**src/design/led_matrix_serial_frame_sender_defines.svh**
```systemverilog
// ----------------------------------------------------------------------------
// LED matrix serial frame sender: assertion macros
// Shared property forms for the sender's checks.
// ----------------------------------------------------------------------------
`ifndef LED_MATRIX_SERIAL_FRAME_SENDER_DEFINES_SVH
`define LED_MATRIX_SERIAL_FRAME_SENDER_DEFINES_SVH

// Same-cycle implication, checked out of reset.
`define LMSFS_ASSERT_NOW(label, ante, cons, msg) \
    label: assert property (@(posedge clk) disable iff (!rst_n) (ante) |-> (cons)) \
        else $error(msg);

// Next-cycle implication, checked out of reset.
`define LMSFS_ASSERT_NEXT(label, ante, cons, msg) \
    label: assert property (@(posedge clk) disable iff (!rst_n) (ante) |=> (cons)) \
        else $error(msg);

`endif

```
**src/design/lmsfs_pkg.sv**
```systemverilog
// ----------------------------------------------------------------------------
// LED matrix serial frame sender package
// Request/result types, operation codes and command frames.
// ----------------------------------------------------------------------------
`timescale 1ns / 1ps

package lmsfs_pkg;

    localparam int MATRIX_COUNT_DEF = 4;
    localparam int COLS_PER_MATRIX  = 8;
    localparam int WORD_W           = 12;

    // operation codes
    localparam logic [2:0] OP_WRITE_COLUMN = 3'd0;
    localparam logic [2:0] OP_SEND_SCREEN  = 3'd1;
    localparam logic [2:0] OP_RAW_COMMAND  = 3'd2;
    localparam logic [2:0] OP_SETUP        = 3'd3;
    localparam logic [2:0] OP_BRIGHTNESS   = 3'd4;

    // command frames
    localparam logic [WORD_W-1:0] CMD_SYS_ON      = 12'b1000_0000_0010;
    localparam logic [WORD_W-1:0] CMD_LED_ON      = 12'b1000_0000_0110;
    localparam logic [WORD_W-1:0] CMD_CLOCK_RC    = 12'b1000_0011_0000;
    localparam logic [WORD_W-1:0] CMD_LAYOUT      = 12'b1000_0100_0000;
    localparam logic [WORD_W-1:0] CMD_BRIGHT_BASE = 12'b1001_0100_0000;
    localparam logic [WORD_W-1:0] CMD_BLINK_OFF   = 12'b1000_0001_0000;
    localparam logic [WORD_W-1:0] WRITE_PREAMBLE  = 12'b0010_1000_0000;
    localparam logic [3:0]        SETUP_BRIGHT    = 4'd8;

    localparam logic [3:0] BITS_COMMAND  = 4'd12;
    localparam logic [3:0] BITS_PREAMBLE = 4'd10;
    localparam logic [3:0] BITS_ROW      = 4'd8;

    localparam logic [2:0] SETUP_LAST = 3'd5;

    typedef struct packed {
        logic [2:0]  operation;
        logic [4:0]  column_index;
        logic [7:0]  column_bits;
        logic [11:0] command_word;
        logic [3:0]  brightness_level;
    } request_t;

    typedef struct packed {
        logic [11:0] serial_word;
        logic [3:0]  bit_count;
        logic        frame_end;
        logic        last;
    } result_t;

    function automatic logic [WORD_W-1:0] bright_frame(input logic [3:0] level);
        return CMD_BRIGHT_BASE + {7'd0, level, 1'b0};
    endfunction

    function automatic logic [WORD_W-1:0] setup_frame(input logic [2:0] idx);
        logic [WORD_W-1:0] w;
        unique case (idx)
            3'd0:    w = CMD_SYS_ON;
            3'd1:    w = CMD_LED_ON;
            3'd2:    w = CMD_CLOCK_RC;
            3'd3:    w = CMD_LAYOUT;
            3'd4:    w = bright_frame(SETUP_BRIGHT);
            default: w = CMD_BLINK_OFF;
        endcase
        return w;
    endfunction

endpackage

```
**src/design/lmsfs_fbuf.sv**
```systemverilog
// ----------------------------------------------------------------------------
// LED matrix framebuffer
// One byte per column, one write and one registered read port; unwritten
// columns read as zero through per-entry valid bits.
// ----------------------------------------------------------------------------
`timescale 1ns / 1ps

module lmsfs_fbuf #(
    parameter int MATRIX_COUNT = lmsfs_pkg::MATRIX_COUNT_DEF
) (
    clk,
    rst_n,
    wr_en,
    wr_addr,
    wr_data,
    rd_en,
    rd_addr,
    rd_data
);
    localparam int COLUMN_TOTAL = MATRIX_COUNT * lmsfs_pkg::COLS_PER_MATRIX;
    localparam int ADDR_W       = $clog2(COLUMN_TOTAL);

    input  logic              clk;
    input  logic              rst_n;
    input  logic              wr_en;
    input  logic [ADDR_W-1:0] wr_addr;
    input  logic [7:0]        wr_data;
    input  logic              rd_en;
    input  logic [ADDR_W-1:0] rd_addr;
    output logic [7:0]        rd_data;

    logic [7:0]              fb_mem [COLUMN_TOTAL];
    logic [COLUMN_TOTAL-1:0] valid_reg;
    logic [7:0]              rd_data_reg;

    always_ff @(posedge clk or negedge rst_n)
    begin
        if (!rst_n)
        begin
            valid_reg <= '0;
        end
        else if (wr_en)
        begin
            valid_reg[wr_addr] <= 1'b1;
        end
    end

    always_ff @(posedge clk)
    begin
        if (wr_en)
        begin
            fb_mem[wr_addr] <= wr_data;
        end
        if (rd_en)
        begin
            rd_data_reg <= valid_reg[rd_addr] ? fb_mem[rd_addr] : 8'd0;
        end
    end

    assign rd_data = rd_data_reg;

endmodule

```
**src/design/led_matrix_serial_frame_sender.sv**
```systemverilog
// ----------------------------------------------------------------------------
// LED matrix serial frame sender
// Column framebuffer plus sequencer that frames serial words for a matrix
// controller: screen dumps, raw commands, setup and brightness.
// ----------------------------------------------------------------------------
// Usage:
//   A request is taken on a rising edge with start high and busy low.
//   Write column stores a byte and gives no result.
//   Raw command and brightness give one word, in the cycle after the request;
//   busy never rises for them.
//   Setup gives six words, one per cycle; busy falls as the last one is shown.
//   Send screen gives the preamble in the cycle after the request, then the
//   row bytes in a steady run of one per cycle. The framebuffer is read
//   one column per cycle through its single read port, eight columns per
//   matrix, and the transposed rows of one matrix go out while the next
//   matrix loads, so that read port sets the pace.
//   Each word appears on result for exactly one cycle with result_valid;
//   the receiver cannot stall, so nothing is held back.
//   Reset clears the framebuffer to zero (valid bits) and idles the sequencer.
// ----------------------------------------------------------------------------
`timescale 1ns / 1ps
`include "led_matrix_serial_frame_sender_defines.svh"

module led_matrix_serial_frame_sender #(
    parameter int MATRIX_COUNT = lmsfs_pkg::MATRIX_COUNT_DEF
) (
    input  logic                clk,
    input  logic                rst_n,
    input  logic                start,
    output logic                busy,
    input  lmsfs_pkg::request_t request,
    output logic                result_valid,
    output lmsfs_pkg::result_t  result
);
    localparam int COLUMN_TOTAL = MATRIX_COUNT * lmsfs_pkg::COLS_PER_MATRIX;
    localparam int ADDR_W       = $clog2(COLUMN_TOTAL);
    localparam logic [ADDR_W-1:0] LAST_COL = ADDR_W'(COLUMN_TOTAL - 1);

    typedef enum logic [1:0] {
        ST_IDLE,
        ST_SETUP,
        ST_SCREEN
    } state_t;

    state_t             state_reg, state_next;
    logic [2:0]         setup_idx_reg, setup_idx_next;

    // column read pipeline
    logic               rd_active_reg, rd_active_next;
    logic [ADDR_W-1:0]  rd_col_reg, rd_col_next;
    logic               rd_pend_reg;      // read data valid this cycle
    logic               rd_tail_reg;      // ... and it is a matrix's last column
    logic               rd_final_reg;     // ... of the last matrix

    // transpose buffers: stage collects columns, hold feeds row bytes
    logic [7:0]         stage_reg [8];
    logic [7:0]         stage_next [8];
    logic [7:0]         hold_reg [8];
    logic               hold_final_reg, hold_final_next;
    logic               emit_active_reg, emit_active_next;
    logic [2:0]         row_reg, row_next;

    logic               out_valid_reg, out_valid_next;
    lmsfs_pkg::result_t out_reg, out_next;

    logic               accept;
    logic               fb_wr_en;
    logic [7:0]         rd_data;
    logic [7:0]         row_byte;
    logic               load_hold;

    assign busy         = (state_reg != ST_IDLE);
    assign accept       = start && !busy;
    assign result_valid = out_valid_reg;
    assign result       = out_reg;

    assign fb_wr_en = accept && (request.operation == lmsfs_pkg::OP_WRITE_COLUMN)
                      && (32'(request.column_index) < COLUMN_TOTAL);

    lmsfs_fbuf #(
        .MATRIX_COUNT(MATRIX_COUNT)
    ) u_fbuf (
        .clk    (clk),
        .rst_n  (rst_n),
        .wr_en  (fb_wr_en),
        .wr_addr(ADDR_W'(request.column_index)),
        .wr_data(request.column_bits),
        .rd_en  (rd_active_reg),
        .rd_addr(rd_col_reg),
        .rd_data(rd_data)
    );

    // stage shifts in one column per returned read; column 0 ends up at index 0
    always_comb
    begin
        for (int i = 0; i < 7; i++)
        begin
            stage_next[i] = rd_pend_reg ? stage_reg[i+1] : stage_reg[i];
        end
        stage_next[7] = rd_pend_reg ? rd_data : stage_reg[7];
    end

    assign load_hold = rd_pend_reg && rd_tail_reg;

    // row byte: bit 'row' of each column, first column in the MSB
    always_comb
    begin
        for (int c = 0; c < 8; c++)
        begin
            row_byte[7-c] = hold_reg[c][row_reg];
        end
    end

    // sequencer
    always_comb
    begin
        state_next       = state_reg;
        setup_idx_next   = setup_idx_reg;
        rd_active_next   = rd_active_reg;
        rd_col_next      = rd_col_reg;
        hold_final_next  = hold_final_reg;
        emit_active_next = emit_active_reg;
        row_next         = row_reg;
        out_valid_next   = 1'b0;
        out_next         = out_reg;

        if (rd_active_reg)
        begin
            rd_col_next = rd_col_reg + ADDR_W'(1);
            if (rd_col_reg == LAST_COL)
            begin
                rd_active_next = 1'b0;
            end
        end

        unique case (state_reg)
            ST_IDLE:
            begin
                if (accept)
                begin
                    unique case (request.operation)
                        lmsfs_pkg::OP_SEND_SCREEN:
                        begin
                            state_next     = ST_SCREEN;
                            rd_active_next = 1'b1;
                            rd_col_next    = '0;
                            out_valid_next = 1'b1;
                            out_next       = '{serial_word: lmsfs_pkg::WRITE_PREAMBLE,
                                               bit_count:   lmsfs_pkg::BITS_PREAMBLE,
                                               frame_end:   1'b0,
                                               last:        1'b0};
                        end
                        lmsfs_pkg::OP_RAW_COMMAND:
                        begin
                            out_valid_next = 1'b1;
                            out_next       = '{serial_word: request.command_word,
                                               bit_count:   lmsfs_pkg::BITS_COMMAND,
                                               frame_end:   1'b1,
                                               last:        1'b1};
                        end
                        lmsfs_pkg::OP_SETUP:
                        begin
                            state_next     = ST_SETUP;
                            setup_idx_next = 3'd1;
                            out_valid_next = 1'b1;
                            out_next       = '{serial_word: lmsfs_pkg::setup_frame(3'd0),
                                               bit_count:   lmsfs_pkg::BITS_COMMAND,
                                               frame_end:   1'b1,
                                               last:        1'b0};
                        end
                        lmsfs_pkg::OP_BRIGHTNESS:
                        begin
                            out_valid_next = 1'b1;
                            out_next       = '{serial_word: lmsfs_pkg::bright_frame(
                                                   request.brightness_level),
                                               bit_count:   lmsfs_pkg::BITS_COMMAND,
                                               frame_end:   1'b1,
                                               last:        1'b1};
                        end
                        default:
                        begin
                            // write column is handled by the framebuffer;
                            // unused codes do nothing
                        end
                    endcase
                end
            end

            ST_SETUP:
            begin
                out_valid_next = 1'b1;
                out_next       = '{serial_word: lmsfs_pkg::setup_frame(setup_idx_reg),
                                   bit_count:   lmsfs_pkg::BITS_COMMAND,
                                   frame_end:   1'b1,
                                   last:        (setup_idx_reg == lmsfs_pkg::SETUP_LAST)};
                setup_idx_next = setup_idx_reg + 3'd1;
                if (setup_idx_reg == lmsfs_pkg::SETUP_LAST)
                begin
                    state_next = ST_IDLE;
                end
            end

            ST_SCREEN:
            begin
                if (emit_active_reg)
                begin
                    out_valid_next = 1'b1;
                    out_next       = '{serial_word: {4'd0, row_byte},
                                       bit_count:   lmsfs_pkg::BITS_ROW,
                                       frame_end:   hold_final_reg && (row_reg == 3'd7),
                                       last:        hold_final_reg && (row_reg == 3'd7)};
                    row_next       = row_reg + 3'd1;
                    if (row_reg == 3'd7)
                    begin
                        emit_active_next = 1'b0;
                        if (hold_final_reg)
                        begin
                            state_next = ST_IDLE;
                        end
                    end
                end
                // a fresh matrix lands exactly as the previous one finishes
                if (load_hold)
                begin
                    emit_active_next = 1'b1;
                    row_next         = 3'd0;
                    hold_final_next  = rd_final_reg;
                end
            end

            default:
            begin
                state_next = ST_IDLE;
            end
        endcase
    end

    always_ff @(posedge clk or negedge rst_n)
    begin
        if (!rst_n)
        begin
            state_reg       <= ST_IDLE;
            setup_idx_reg   <= 3'd0;
            rd_active_reg   <= 1'b0;
            rd_col_reg      <= '0;
            rd_pend_reg     <= 1'b0;
            rd_tail_reg     <= 1'b0;
            rd_final_reg    <= 1'b0;
            hold_final_reg  <= 1'b0;
            emit_active_reg <= 1'b0;
            row_reg         <= 3'd0;
            out_valid_reg   <= 1'b0;
            out_reg         <= '0;
        end
        else
        begin
            state_reg       <= state_next;
            setup_idx_reg   <= setup_idx_next;
            rd_active_reg   <= rd_active_next;
            rd_col_reg      <= rd_col_next;
            rd_pend_reg     <= rd_active_reg;
            rd_tail_reg     <= (rd_col_reg[2:0] == 3'd7);
            rd_final_reg    <= (rd_col_reg == LAST_COL);
            hold_final_reg  <= hold_final_next;
            emit_active_reg <= emit_active_next;
            row_reg         <= row_next;
            out_valid_reg   <= out_valid_next;
            out_reg         <= out_next;
        end
    end

    // transpose buffers, no reset needed
    always_ff @(posedge clk)
    begin
        for (int i = 0; i < 8; i++)
        begin
            stage_reg[i] <= stage_next[i];
            if (load_hold)
            begin
                hold_reg[i] <= stage_next[i];
            end
        end
    end

    // ------------------------------------------------------------------------
    // checks
    // ------------------------------------------------------------------------
    `LMSFS_ASSERT_NOW(a_last_ends_frame, result_valid && result.last,
        result.frame_end, "last word does not end its frame")
    `LMSFS_ASSERT_NOW(a_idle_word_is_last, result_valid && !busy,
        result.last, "word shown while idle is not the last of its request")
    `LMSFS_ASSERT_NEXT(a_screen_goes_busy,
        start && !busy && (request.operation == lmsfs_pkg::OP_SEND_SCREEN),
        busy, "send screen did not raise busy")

endmodule

```
**config.mk**
```make
export PLATFORM = sky130hd
export DESIGN_NAME = led_matrix_serial_frame_sender
export DESIGN_NICKNAME = d
export VERILOG_FILES = /design/src/design/lmsfs_pkg.sv /design/src/design/lmsfs_fbuf.sv /design/src/design/led_matrix_serial_frame_sender.sv
export VERILOG_INCLUDE_DIRS = /design/src /design/src/design
export SDC_FILE = /design/constraint.sdc
export NUM_CORES = 1
export LEC_CHECK = 0
export ABC_AREA = 1
export BUFFER_PORTS_ARGS = -buffer_cell sky130_fd_sc_hd__buf_2
export CAP_MARGIN = 20
export CORE_MARGIN = 2
export CORE_UTILIZATION = 62
export DETAILED_ROUTE_END_ITERATION = 8
export PLACE_DENSITY = 0.77
export SETUP_SLACK_MARGIN = 0.5
export SKIP_CTS_REPAIR_TIMING = 1
export SYNTH_ARGS = -nofsm -noshare
export SYNTH_HDL_FRONTEND = slang
export SYNTH_HIERARCHICAL = 1
export SYNTH_SLANG_ARGS = --single-unit
```
**constraint.sdc**
```tcl
create_clock -name clk -period 2.8 [get_ports clk]
set_input_delay 0.28 -clock clk [delete_from_list [all_inputs] [get_ports clk]]
set_output_delay 0.28 -clock clk [all_outputs]
set_load 0.01 [all_outputs]
```
==> qor.txt <==
STA
-----------------------------------------------------------------------------------------
Final number of max-transition violations ..................................            0
Worst-case clock skew ......................................................    0.0170 ns
Total of endpoints with negative setup slack in the final report ...........            0
Final setup TNS ............................................................         0 ns
Final critical path time including I/O delays and setup ....................      2.17 ns
Number of hold violations in the final report ..............................            0
Post-route worst setup slack ...............................................     0.629 ns
Achievable Freq ............................................................    0.461 GHz
Unrepaired setup endpoints after global routing ............................           no
Actual slew at the worst max-slew pin ......................................     0.791 ns
Final cycle utilization of the critical path ...............................        0.775
Relative slew margins ......................................................        0.473

GLOBAL ROUTING
-----------------------------------------------------------------------------------------
Met3 Track Usage GR ........................................................       0.0342
Largest net degree at the start of global routing ..........................          129
Antenna violations before repair ...........................................            0
M2 GR Usage ................................................................        0.452
Met1 Use GR ................................................................        0.352
Vias in the first global route .............................................        13100
Total overflow reported by the global router ...............................            0
Total GRT Usage ............................................................        0.264
First-pass GRT wire length .................................................      68.2 mm
Busiest grt layer ..........................................................         met2

CELLS AND AREA
-----------------------------------------------------------------------------------------
Number of standard cells in the final layout excluding fillers .............         2409
Most common cell after layout, fill and taps aside ......................... sky130_fd_sc_hd__nand2_1
Leading cell types in the layout, fill and taps excluded ................... 592 x sky130_fd_sc_hd__nand2_1, 328 x sky130_fd_sc_hd__edfxtp_1, 237 x sky130_fd_sc_hd__nand3_1, 161 x sky130_fd_sc_hd__nor2_1, 151 x sky130_fd_sc_hd__inv_1
Share of post-route cells with drive strength above 1 ......................        0.126
Area growth, synth to finish ...............................................        12.1%
Largest register FFs .......................................................          256
Number of nets in the finished design ......................................         2023
Antenna diodes .............................................................            0

DETAILED ROUTING
-----------------------------------------------------------------------------------------
Antenna-violating nets left ................................................            0
Wire length per cell after detailed routing ................................      17.8 um
DRC ........................................................................            0
Count of routing violations after the opening detailed-route iteration .....         1551
Post-detailed-routing wire length ..........................................      43.0 mm
Vias .......................................................................        13400
Drt via density ............................................................         5.56
Initial DRT Pass Iterations ................................................            5

PLACE
-----------------------------------------------------------------------------------------
Post-DP HPWL ...............................................................      26.2 mm
# port buffers .............................................................           53
Inst Count DP ..............................................................         2321
Place WS ...................................................................     0.613 ns
Routability congestion estimate ............................................        0.890

POWER AND IR DROP
-----------------------------------------------------------------------------------------
Static leakage power .......................................................      9.21 nW
Worst vdd ir ...............................................................     0.755 mV
Pwr dens ................................................................... 1050 mW/mm^2
Final Total Pwr ............................................................     0.0227 W

CRITICAL PATH
-----------------------------------------------------------------------------------------
Worst Path Required ........................................................      3.05 ns
Critical Path End Type .....................................................     register
Setup slack, reg-to-reg ....................................................      0.63 ns
Crit path top cell by count ................................................ sky130_fd_sc_hd__buf_4
Crit-path slowest cell ..................................................... sky130_fd_sc_hd__dfrtp_1
Reg-to-reg critical path endpoint .......................................... u_fbuf/fb_mem[22][6]$_DFFE_PP_
Largest fanout on the critical path ........................................            9
Setup crit start ........................................................... state_reg[0]$_DFFE_PN0P_
Reg2reg start .............................................................. state_reg[0]$_DFFE_PN0P_
CP cell instances .......................................................... inv_1 > ha_2 > nand2_1 > nor3_1 > buf_4 > nand2_1 > buf_4 > nor2_1 > buf_4
Startpoint types ...........................................................     register
Category of the critical setup timing path .................................      reg2reg
Max incr delay on CP .......................................................      0.42 ns
Reg2Reg Depth ..............................................................            9
Crit path to ............................................................... u_fbuf/fb_mem[22][6]$_DFFE_PP_
Critical Path AT ...........................................................      2.42 ns

SYNTHESIS
-----------------------------------------------------------------------------------------
Mux share of post-synthesis cell area ......................................     0.000586
Register bit count reported by yosys .......................................          461
Unique masters post-synth ..................................................           39
Synthesized cell area ......................................................  0.0192 mm^2
Synthesized instance count .................................................         1900
YS warnings ................................................................            6
Share of the synthesized area in compound gates (AO/OA/AOI/OAI) ............       0.0357
Proportion of register bits with asynchronous set or reset after synthesis .        0.150
Post-Synthesis Mean Instance Area ..........................................    10.1 um^2
Sequential-to-total area share from yosys stat .............................        0.669
Leading register cell type out of synthesis ................................ sky130_fd_sc_hd__edfxtp_1
Synth Area in XOR/XNOR .....................................................     0.000456
Syn Nets ...................................................................         1948
Fraction of the mapped netlist area in adder cells .........................      0.00846
Dominant combinational cell family by area after synthesis ................. simple AND/OR/NAND/NOR gates
Number of enable-type register cells in the synthesized netlist ............          328
Post-Synth Simple-Gate Area ................................................        0.227

CLOCKING
-----------------------------------------------------------------------------------------
Clock root buffer .......................................................... sky130_fd_sc_hd__clkbuf_16
Clk sink count .............................................................          461
Latest clock arrival within the worst-skew pair ............................      0.55 ns
Clock buffer depth .........................................................            3
CTS Buf Count ..............................................................           46
H-tree levels ..............................................................            2
CTS tree ...................................................................         done
Worst-path clk slew ........................................................      0.06 ns

HOLD PATH
-----------------------------------------------------------------------------------------
Type of the most critical hold path ........................................       in2reg

FLOORPLANNING
-----------------------------------------------------------------------------------------
Die Wd .....................................................................       180 um
Number of placed I/O pins ..................................................           55
Die outline area ...........................................................  0.0324 mm^2
Initial core utilization ...................................................        0.628
Std cell rows ..............................................................           64
Core region area ...........................................................  0.0306 mm^2
DIE HEIGHT .................................................................       180 um

RUN STATUS
-----------------------------------------------------------------------------------------
Run status ................................................................. finished clean

JOB
-----------------------------------------------------------------------------------------
Max-Cap Viols ..............................................................            0

[through the flow]
stage / util / hold slack [ns] / instance area, um^2
floorplan: - / -0.0156 / 19200
CTS: 0.703 / -0.187 / 21500
global placement: 0.654 / 0.376 / 20000
finish: 0.704 / 0.0116 / 21500
detailed placement: 0.654 / 0.389 / 20000
global route: 0.704 / 0.0178 / 21500
[final cells by class]
type                            count  area (um^2)
Clock inverter                     24          219
Multi-Input combinational cell   1187         5230
Tap cell                          396          495
Inverter                          164          629
Clock buffer                       62         1290
Timing Repair Buffer              115          808
Fill cell                        2152         9050
Sequential cell                   461        12900
[synthesized netlist by cell type (7+ instances only)]
library cell,instances,area share
sky130_fd_sc_hd__buf_1,7,0.0014
sky130_fd_sc_hd__dfxtp_1,64,0.067
sky130_fd_sc_hd__buf_6,10,0.0059
sky130_fd_sc_hd__nor2_2,8,0.0026
sky130_fd_sc_hd__o21ai_0,72,0.019
sky130_fd_sc_hd__nand3_1,237,0.062
sky130_fd_sc_hd__nor2_1,161,0.031
sky130_fd_sc_hd__a21oi_1,44,0.011
sky130_fd_sc_hd__edfxtp_1,328,0.51
sky130_fd_sc_hd__buf_2,45,0.012
sky130_fd_sc_hd__ha_1,13,0.0085
sky130_fd_sc_hd__or2_2,32,0.010
sky130_fd_sc_hd__dfrtp_1,69,0.090
sky130_fd_sc_hd__inv_1,153,0.030
sky130_fd_sc_hd__buf_4,8,0.0031
sky130_fd_sc_hd__clkbuf_1,17,0.0033
sky130_fd_sc_hd__nand2_1,592,0.12
[metal layers]
layer | up-vias | routed length [um]
met5 | - | 0
met4 | 0 | 1410
met3 | 108 | 2840
met2 | 547 | 21300
met1 | 6347 | 17400
li1 | 6392 | -
[worst max-delay path: cells and delay by family (launching register included)]
family / cells / cell delay [ns]
fa+ha+maj: 1 / 0.24
buf+inv: 4 / 0.69
flops: 1 / 0.42
simple gates: 4 / 0.53
[worst min path at each step]
stage	end	from	cells after the start
finish	result[16]$_DFFE_PN0P_	request[14]	3
global route	result[16]$_DFFE_PN0P_	request[14]	3
CTS	result[3]$_DFFE_PN0P_	rst_n	1
detailed placement	result[3]$_DFFE_PN0P_	rst_n	1
global placement	result[16]$_DFFE_PN0P_	rst_n	1
floorplan	emit_active_reg$_DFFE_PN0P_	rst_n	0
[logic make-up after synthesis]
family | after synthesis
other | 1
adders and majority gates | 13
and+or+nand+nor | 1041
xor gates and xnor gates | 1
DFF | 461
buffers and inverters | 252
AOI/OAI and AO/OA | 130
muxes | 1
[report_power, final]
part / internal (W) / total [W] / switching [W]
logic: 0.00228 / 0.00748 / 0.00520
clock network: 0.00353 / 0.00604 / 0.00251
registers: 0.00865 / 0.00918 / 0.000529
No activity file was read; power rests on OpenSTA's default activity.
